## config.mk

```make
export PLATFORM = sky130hd
export DESIGN_NAME = bzci_front
export DESIGN_NICKNAME = d
export VERILOG_FILES = /design/src/rtl/bzci_pkg.sv /design/src/rtl/bzci_front.sv
export SDC_FILE = /design/constraint.sdc
export NUM_CORES = 1
export LEC_CHECK = 0
export BUFFER_PORTS_ARGS = -buffer_cell sky130_fd_sc_hd__buf_2
export CORE_UTILIZATION = 45
export CTS_CLUSTER_SIZE = 14
export DETAILED_ROUTE_END_ITERATION = 16
export MAX_ROUTING_LAYER = met4
export PLACE_DENSITY_LB_ADDON = 0.12
export SYNTH_ARGS = -nofsm -noshare
export SYNTH_HDL_FRONTEND = slang
export SYNTH_SLANG_ARGS = --single-unit
```

## constraint.sdc

```tcl
create_clock -name clock -period 4.1 [get_ports clock]
set_input_delay 0.41 -clock clock [delete_from_list [all_inputs] [get_ports clock]]
set_output_delay 0.41 -clock clock [all_outputs]
set_load 0.01 [all_outputs]
```

## src/rtl/bzci_pkg.sv

```systemverilog
// shared types and constants for the binned z correction interpolator
// no dependencies
`timescale 1ns / 1ps
`default_nettype none
package bzci_pkg;

   localparam int DEF_R2_BINS = 16;
   localparam int DEF_Z_BINS  = 16;
   localparam int QUEUE_DEPTH = 4;

   localparam logic FUNC_LOAD    = 1'b0;
   localparam logic FUNC_CORRECT = 1'b1;

   typedef enum logic [2:0] {
      CSR_R2_LOWER     = 3'd0,
      CSR_R2_UPPER     = 3'd1,
      CSR_R2_BIN_WIDTH = 3'd2,
      CSR_Z_LOWER      = 3'd3,
      CSR_Z_UPPER      = 3'd4,
      CSR_Z_BIN_WIDTH  = 3'd5,
      CSR_CENTRAL_BAND = 3'd6
   } csr_index_type;

   typedef struct packed {
      logic [23:0]        r2_lower;
      logic [23:0]        r2_upper;
      logic [23:0]        r2_bin_width;
      logic signed [15:0] z_lower;
      logic signed [15:0] z_upper;
      logic [14:0]        z_bin_width;
      logic [14:0]        central_band;
   } cfg_type;

   typedef struct packed {
      logic               load;
      logic               bypass;
      logic               in_range;
      logic signed [15:0] rz;
      logic [23:0]        rr2;
      logic [3:0]         ld_r2;
      logic [3:0]         ld_z;
      logic [17:0]        ld_factor;
      logic [23:0]        r2_off;
      logic [16:0]        z_off;
   } item_type;

endpackage
`default_nettype wire

```

## src/rtl/bzci_front.sv

```systemverilog
// front part: takes requests, range and central band checks, axis offsets
// depends on bzci_pkg
`timescale 1ns / 1ps
`default_nettype none
module bzci_front
   import bzci_pkg::*;
(
   input  wire logic        clock,
   input  wire logic        reset,
   input  wire cfg_type     cfg,
   input  wire logic        req_tvalid,
   output logic             req_tready,
   input  wire logic [71:0] req_tdata,
   input  wire logic        req_tuser,
   output logic             push,
   output item_type         push_item,
   input  wire logic        q_not_full
);

   logic               v_ff;
   item_type           item_ff, item_in;
   logic signed [15:0] rz;
   logic [23:0]        rr2;
   logic [15:0]        rz_mag;
   logic               out_range;
   logic               adv;

   assign adv        = !v_ff || q_not_full;
   assign req_tready = adv;
   assign push       = v_ff && q_not_full;
   assign push_item  = item_ff;

   always_comb begin
      rz        = $signed(req_tdata[41:26]);
      rr2       = req_tdata[65:42];
      rz_mag    = rz[15] ? 16'(-rz) : 16'(rz);
      out_range = (rr2 < cfg.r2_lower) || (rr2 > cfg.r2_upper) ||
                  (rz < cfg.z_lower) || (rz > cfg.z_upper);
      item_in.load      = req_tuser == FUNC_LOAD;
      item_in.in_range  = !out_range;
      item_in.bypass    = out_range || (rz_mag < {1'b0, cfg.central_band});
      item_in.rz        = rz;
      item_in.rr2       = rr2;
      item_in.ld_r2     = req_tdata[3:0];
      item_in.ld_z      = req_tdata[7:4];
      item_in.ld_factor = req_tdata[25:8];
      item_in.r2_off    = rr2 - cfg.r2_lower;
      item_in.z_off     = 17'($signed({rz[15], rz}) - $signed({cfg.z_lower[15], cfg.z_lower}));
   end

   always_ff @(posedge clock) begin
      if (reset) begin
         v_ff <= 1'b0;
      end else if (adv) begin
         v_ff <= req_tvalid;
      end
   end

   always_ff @(posedge clock) begin
      if (adv && req_tvalid) begin
         item_ff <= item_in;
      end
   end

endmodule
`default_nettype wire

```

==> results.yml <==
status:
  status: "finished, final reports clean"
clocking:
  clk_path_buf_depth: 2
  numCtsBuffers: 9
  clkLatencyLatePin_ns: 0.36
  postCtsSetupRepairBufs: 0
  cts.clk_slew.worst_paths_ns: 0.08
  cts_resized: 0
  cts_tree: "done"
  cts.sinks: 111
  cts_hold_buffers: 0
  root_buffer: "clkbuf_16"
  htreeDepth: 3
die:
  initial_core_util_pct: 46.0
  rows: 45
  die_h_um: 127
  die_x_um: 127
  io_pins: 323
  core-area_sq_mm: 0.0152
  die_area_sq_mm: 0.0160
layout:
  drive_above_1_share_pct: 32.3
  final_util_pct: 58.8
  n_antenna_cell: 0
  fin_nets: 1236
  stdcell_count: 1120
  syn_to_final_growth_pct: 27.8
  fin_area_sq_mm: 0.00894
synth:
  synth_area_per_cell_sq_um: 10.9
  ys_top_cells_by_area: "edfxtp_1 (47%), ha_1 (17%), inv_1 (5.7%)"
  synth.top_cell.area_share_pct: 47.2
  yosysWarnings: 0
  netlist-cell-type-count: 52
  synthArstFlopShare_pct: 0
  synth_cells: 640
  yosysTopAreaCell: "edfxtp_1"
  syn-cell-area_sq_mm: 0.00699
  synth_ff_type: "edfxtp_1"
  mappedNetlistNets: 949
  synth-edff-count: 110
  ys_seq_area_share_pct: 47.5
  yosysMostFrequentCell: "edfxtp_1"
  synthTopCellsByCount: "edfxtp_1 (110), inv_1 (106), ha_1 (96)"
  ys_ff_latch: 111
routing:
  wire_per_inst_um: 15.0
  ant_nets: 0
  drc: 0
  finalWirelength_mm: 16.8
  viasPerCell: 5.04
  vias: 5649
  drt_iter0_drc: 260
  drtPass1Iterations: 4
grt:
  grt_pass1_vias: 5301
  grt_antenna_before_repair: 0
  grt_usage_pct: 21.9
  grt_max_degree: 60
  grt_pass1_wl_mm: 26.3
  overflow: 0
sta:
  max_slew_margin_pct: 51.3
  min_period_ns: 3.28
  setup_violations: 0
  slew_violations: 0
  finalCritPeriodShare_pct: 80.0
  final_hold_viol_count: 0
  finClkSkew_ns: 0.00719
  worst_pin_slew_ns: 0.724
  fin_tns_setup_ns: 0
  fmax_mhz: 305
  rsz0062_at_grt: "false"
worst_setup_path:
  path_class: "input port to register"
  critPathMaxFanout: 5
  worst_setup_path_end_kind: "register"
  cp-start-kind: "input port"
  required_ns: 4.20
  cp.arrival_ns: 3.38
place:
  placed_area_sq_mm: 0.00863
  dp_cells: 1104
  hpwl_mm: 13.6
  io_buffers: 277
  place.gp.congestion: 0.887
job:
  drv.max_cap_violation_count: 0
power_and_ir_drop:
  power.net_switching_uw: 901
  p_sw_share_pct: 29.6
  power.leakage_uw: 0.00431
  power_frac_clock_pct: 29.4
  powerDensity_mw_per_mm2: 340
  combPwrFrac_pct: 24.9
  seqPwrFrac_pct: 45.8
  peakVddDrop_mv: 0.199
  intPower_uw: 2140
min_path:
  hp-class: "input port to register"
-- state kept, by name, indices dropped and copies added (netlist names) --
signal	cells
v_ff	1
push_item	110
-- placed cells by master (no fill, tap or decap), drive strengths merged, types with 5 or more instances in the layout --
master / n
ha: 96
nand2b: 7
buf: 278
nor3: 11
nand4: 11
nand3: 12
xnor2: 34
o21a: 8
clkbuf: 9
nand2: 29
o31ai: 7
nor2: 29
edfxtp: 110
xor2: 10
a211oi: 6
o211ai: 7
nor2b: 5
a21oi: 43
a21o: 11
inv: 110
o21ai: 30
-- power groups by stage --
stage	Sequential [uW]	Clock, uW	Combinational [uW]
finish	1390	893	756
global route	1400	959	841
CTS	1390	921	761
detailed placement	1420	0	757
global placement	1420	0	751
floorplan	1480	0	403
-- final cells by class --
cell class / instances / area [sq um]
timing repair buffer: 278 / 1410
sequential: 111 / 3320
inverter: 106 / 398
multi-input combinational: 421 / 3270
fill: 1372 / 6260
clock buffer: 9 / 225
tap: 188 / 235
clock inverter: 7 / 83.8
-- through the flow --
| step | total power [uW] | setup WS (ns) | hold slack (ns) |
|---|---|---|---|
| floorplan | 1890 | 0.454 | 0.479 |
| global placement | 2170 | 0.501 | 0.504 |
| detailed placement | 2180 | 0.461 | 0.505 |
| CTS | 3080 | 0.825 | 0.180 |
| global route | 3200 | 0.651 | 0.178 |
| finish | 3040 | 0.821 | 0.193 |
-- path summary, 6_finish.rpt --
kind	startpoint	endpoint	slack, ns	cells after the start
hold / removal	reset	v_ff	0.19	2
setup / recovery	req_tdata[33]	push_item[108]	0.82	12
setup reg to reg	v_ff	push_item[46]	2.32	3
hold reg to reg	v_ff	v_ff	0.52	2
-- metal layers --
layer,up-vias,GRT usage [%],routed length (um)
li1,2920,-,-
met1,2528,28.2,7800
met2,188,35.6,7950
met3,13,3.33,875
met4,0,7.02,199
met5,-,-,0
-- critical path, cell delays in order --
cell and delay [ns]:
buf_2 0.15, or4_1 0.54, or2_1 0.25, or3_4 0.35
o41ai_1 0.31, xnor2_1 0.11, ha_1 0.30, nand2_1 0.05
nor4_1 0.29, a32o_1 0.16, a2111oi_0 0.05, or4_1 0.39
-- cells by family after synthesis --
group,Yosys count,synth area share [%]
AOI/OAI and AO/OA,149,13.8
and+or+nand+nor,128,9.32
DFF,111,47.5
buffers and inverters,108,5.80
adders and majority gates,98,17.8
xor gates and xnor gates,44,5.51
muxes,2,0.286
Note: power is estimated with default switching activity, not from simulation.
