==> config.mk <==
export PLATFORM = sky130hd
export DESIGN_NAME = bzci_fifo
export DESIGN_NICKNAME = d
export VERILOG_FILES = /design/src/rtl/bzci_pkg.sv /design/src/rtl/bzci_fifo.sv
export SDC_FILE = /design/constraint.sdc
export NUM_CORES = 1
export LEC_CHECK = 0
export ABC_CLOCK_PERIOD_IN_PS = 7800
export BUFFER_PORTS_ARGS = -buffer_cell sky130_fd_sc_hd__buf_2
export CAP_MARGIN = 15
export CORE_MARGIN = 2
export CORE_UTILIZATION = 40
export CTS_BUF_LIST = sky130_fd_sc_hd__clkbuf_2 sky130_fd_sc_hd__clkbuf_4 sky130_fd_sc_hd__clkbuf_8
export DETAILED_ROUTE_END_ITERATION = 7
export PLACE_DENSITY_LB_ADDON = 0.05
export SETUP_SLACK_MARGIN = 0.5
export SYNTH_ARGS = -nofsm -noshare
export SYNTH_HDL_FRONTEND = slang
export SYNTH_SLANG_ARGS = --single-unit
==> constraint.sdc <==
create_clock -name clock -period 7.8 [get_ports clock]
set_input_delay 1.56 -clock clock [delete_from_list [all_inputs] [get_ports clock]]
set_output_delay 1.56 -clock clock [all_outputs]
set_load 0.02 [all_outputs]
==> src/rtl/bzci_pkg.sv <==
// shared types and constants for the binned z correction interpolator
// no dependencies
`timescale 1ns / 1ps
`default_nettype none
package bzci_pkg;

   localparam int DEF_R2_BINS = 16;
   localparam int DEF_Z_BINS  = 16;
   localparam int QUEUE_DEPTH = 4;

   localparam logic FUNC_LOAD    = 1'b0;
   localparam logic FUNC_CORRECT = 1'b1;

   typedef enum logic [2:0] {
      CSR_R2_LOWER     = 3'd0,
      CSR_R2_UPPER     = 3'd1,
      CSR_R2_BIN_WIDTH = 3'd2,
      CSR_Z_LOWER      = 3'd3,
      CSR_Z_UPPER      = 3'd4,
      CSR_Z_BIN_WIDTH  = 3'd5,
      CSR_CENTRAL_BAND = 3'd6
   } csr_index_type;

   typedef struct packed {
      logic [23:0]        r2_lower;
      logic [23:0]        r2_upper;
      logic [23:0]        r2_bin_width;
      logic signed [15:0] z_lower;
      logic signed [15:0] z_upper;
      logic [14:0]        z_bin_width;
      logic [14:0]        central_band;
   } cfg_type;

   typedef struct packed {
      logic               load;
      logic               bypass;
      logic               in_range;
      logic signed [15:0] rz;
      logic [23:0]        rr2;
      logic [3:0]         ld_r2;
      logic [3:0]         ld_z;
      logic [17:0]        ld_factor;
      logic [23:0]        r2_off;
      logic [16:0]        z_off;
   } item_type;

endpackage
`default_nettype wire

==> src/rtl/bzci_fifo.sv <==
// short request queue between the front and back parts
// depends on bzci_pkg
`timescale 1ns / 1ps
`default_nettype none
module bzci_fifo
   import bzci_pkg::*;
(
   input  wire logic     clock,
   input  wire logic     reset,
   input  wire logic     push,
   input  wire item_type push_item,
   output logic          not_full,
   input  wire logic     pop,
   output logic          not_empty,
   output item_type      head
);

   localparam int PTRW = $clog2(QUEUE_DEPTH);

   item_type        q_ff [QUEUE_DEPTH];
   logic [PTRW-1:0] wp_ff, wp_in;
   logic [PTRW-1:0] rp_ff, rp_in;
   logic [PTRW:0]   cnt_ff, cnt_in;

   assign not_full  = cnt_ff != (PTRW+1)'(QUEUE_DEPTH);
   assign not_empty = cnt_ff != '0;
   assign head      = q_ff[rp_ff];

   always_comb begin
      wp_in  = push ? wp_ff + 1'b1 : wp_ff;
      rp_in  = pop ? rp_ff + 1'b1 : rp_ff;
      cnt_in = cnt_ff + (PTRW+1)'(push) - (PTRW+1)'(pop);
   end

   always_ff @(posedge clock) begin
      if (reset) begin
         wp_ff  <= '0;
         rp_ff  <= '0;
         cnt_ff <= '0;
      end else begin
         wp_ff  <= wp_in;
         rp_ff  <= rp_in;
         cnt_ff <= cnt_in;
      end
   end

   always_ff @(posedge clock) begin
      if (push) begin
         q_ff[wp_ff] <= push_item;
      end
   end

endmodule
`default_nettype wire

==> flow_summary_export.csv <==
group,metric,value,unit
grt,grt_max_degree,73,
drt,drt_iter0_markers,357,
cells_and_area,seq_area,13400,um^2
die,ioPinCount,226,
sta,period_needed,4570,ps
worst_setup_path,rr_worst_depth,3,
sta,layout_worst_path_cycle_share,58.6,%
sta,hold_violations,0,
grt,grt_pass1_vias,8195,
power,switchingPower,0.00127,W
synth,synth_warnings,0,
die,die_y,206,um
sta,fmax,0.219,GHz
drt,routedWlPerCell,22.2,um
power,pwr-share-comb,10.3,%
power,pwr-share-clk,37.1,%
worst_setup_path,crit_type,"reg2out",
die,fp.coreArea,40000,um^2
cts,postCtsSetupBuffers,0,
drt,vias,7365,
worst_setup_path,cp_slowest_cell,"dfxtp_4",
sta,setup_viol,0,
sta,max-slew-margin-rel,33.2,%
sta,worstMarginPinSlew,1000,ps
cells_and_area,layout-drive-gt1-share,48.3,%
cells_and_area,multi_input_area,2720,um^2
cells_and_area,n_fill_cell,3326,
worst_setup_path,critical_path.max_fanout,63,
cells_and_area,utilization,48.7,%
worst_setup_path,crit_path_start_kind,"flip-flop",
power,vdd_drop_max,0.150,mV
job,maxCapViolations,0,
placed_design,io_buffers,225,
drt,routed_via_density,4.96,
synth,synthesis.nets,738,
die,num_rows,73,
worst_setup_path,slowest_delay,990,ps
cells_and_area,nets,1022,
cts,cts-htree-levels,3,
die,fp.dieW,206,um
synth,yosysTopAreaCellShare,81.0,%
sta,whs,524,ps
synth,ys_types,20,
cts,cts_tree,"built",
power,p_leak,6.55,nW
cts,clk_pin_slew,60,ps
cts,post_cts_resized,0,
worst_hold_path,holdPathStages,2,
placed_design,hpwl,19000,um
synth,syn_avg_cell_area,26.4,um^2
synth,ys_seq_area_share,82.1,%
worst_setup_path,cp.required,6240,ps
synth,synthTopCellsByArea,"edfxtp_1 (81%), mux4_2 (15%), dfxtp_1 (1.1%)",
cts,clock-sinks,449,
drt,drcViolationCount,0,
synth,synth_top_cell_by_area,"edfxtp_1",
sta,slew_viol_final,0,
sta,rsz0062_at_grt,"no",
grt,overflow,0,
cts,cts_buffers,75,
power,p_int,0.00410,W
synth,syn-cell-area,16300,um^2
drt,ant_nets,0,
grt,grt_pass1_wl,48600,um
power,power.share.switching,23.6,%
cts,cts_buffer_depth,3,
synth,synthCells,617,
cts,insertion_delay,610,ps
drt,drt-pass1-iter-count,4,
sta,fin_tns_setup,0,ps
grt,grtUsageTotal,15.7,%
worst_setup_path,cp-end-kind,"primary output",
synth,synth_seq_cells,449,
worst_setup_path,arrival,3010,ps
placed_design,gp_congestion,0.689,
power,p_per_area,276,nW/um^2
die,initial_core_util,40.8,%
drt,totalWireLength,32900,um
outcome,status,"finished, final reports clean",
power,p_total,0.00537,W
worst_hold_path,hold_path.class,"reg2reg",
worst_setup_path,r2r_slack,5190,ps
sta,finClkSkew,16.8,ps
worst_setup_path,path_cells,"buf_4, mux4_2, buf_2",
cts,hold_buffers,0,
cells_and_area,area_delta_synth_final,19.3,%
cts,clock-root-buffer,"clkbuf_8",
power,seqPwrFrac,52.6,%
die,die-area,42400,um^2
grt,grt_antenna_before_repair,5,
worst max-delay path, delay by kind of cell (launching register included):
family | cells | cell delay (ps)
muxes | 1 | 430
buffers and inverters | 2 | 880
DFF | 1 | 990
registers in the layout (all words and copies together) (netlist names), named ones only:
| name | count |
|---|---|
| cnt_ff | 3 |
| q_ff | 440 |
| rp_ff | 2 |
| wp_ff | 2 |
layout make-up:
class,instances,share of cell area [%]
sequential,449,68.8
multi-input combinational,138,14.0
clock buffer,100,6.36
timing repair buffer,232,6.22
tap,525,3.37
clock inverter,35,1.09
inverter,5,0.0964
antenna,2,0.0257
kinds of logic after synthesis:
family                   share of synthesized area, %
flip-flops                                       82.1
multiplexers                                     15.2
buffers and inverters                            1.28
AND/OR/NAND/NOR                                 0.460
adder cells (fa/ha/maj)                         0.583
XOR/XNOR                                        0.245
AO/OA/AOI/OAI                                  0.0920
path summary, 6_finish.rpt:
path / start / endpoint
min reg2reg: rp_ff[1] / flip-flop
max: flip-flop / head[83]
max reg2reg: wp_ff[0] / q_ff[3][83]
min: rp_ff[1] / flip-flop
Yosys cell counts (all sizes together):
library cell  instances
ha                    6
nand3b                1
clkbuf                3
nand2                 1
buf                  22
inv                   5
nor2b                 1
a21oi                 1
mux2i                 1
nor2                  7
xnor2                 2
and2                  4
mux4                110
dfxtp                 9
edfxtp              440
a21bo                 1
fa                    1
or3                   1
xnor3                 1
stage by stage:
| step | area, um^2 | std cells | setup slack, ps |
|---|---|---|---|
| final | 19500 | 1486 | 3230 |
| after global routing | 19500 | 1486 | 3000 |
| after CTS | 19400 | 1483 | 3060 |
| after detailed placement | 18000 | 1348 | 3760 |
| after global placement | 18000 | 1348 | 3760 |
| after floorplan | 16300 | 617 | 3230 |
metal layers:
metal / GRT usage (%) / vias to the layer above / routed length (um)
met1: 18.8 / 3830 / 13100
met3: 4.92 / 51 / 2210
met2: 26.2 / 231 / 16800
met5: 0 / - / 43
met4: 6.91 / 6 / 756
li1: - / 3247 / -
placed cells by master (no fill, tap or decap), types with 2 or more instances in the layout:
| cell | n |
|---|---|
| ha_1 | 6 |
| inv_6 | 3 |
| clkinv_2 | 8 |
| buf_4 | 5 |
| inv_1 | 5 |
| and2_4 | 4 |
| diode_2 | 2 |
| mux4_2 | 110 |
| dfxtp_4 | 2 |
| nor2_1 | 7 |
| bufinv_16 | 2 |
| clkinv_1 | 21 |
| clkbuf_8 | 78 |
| clkbuf_4 | 22 |
| edfxtp_1 | 440 |
| buf_2 | 225 |
| dfxtp_1 | 7 |
| xnor2_1 | 2 |
power groups by stage:
stage	clock network, W	registers (W)	logic (W)
2_1_floorplan	0	0.00286	0.000377
4_1_cts	0.00207	0.00283	0.000567
6_report	0.00199	0.00283	0.000551
5_1_grt	0.00218	0.00284	0.000592
3_3_place_gp	0	0.00287	0.000555
3_5_place_dp	0	0.00288	0.000565
Note: power is estimated with default switching activity, not from simulation.
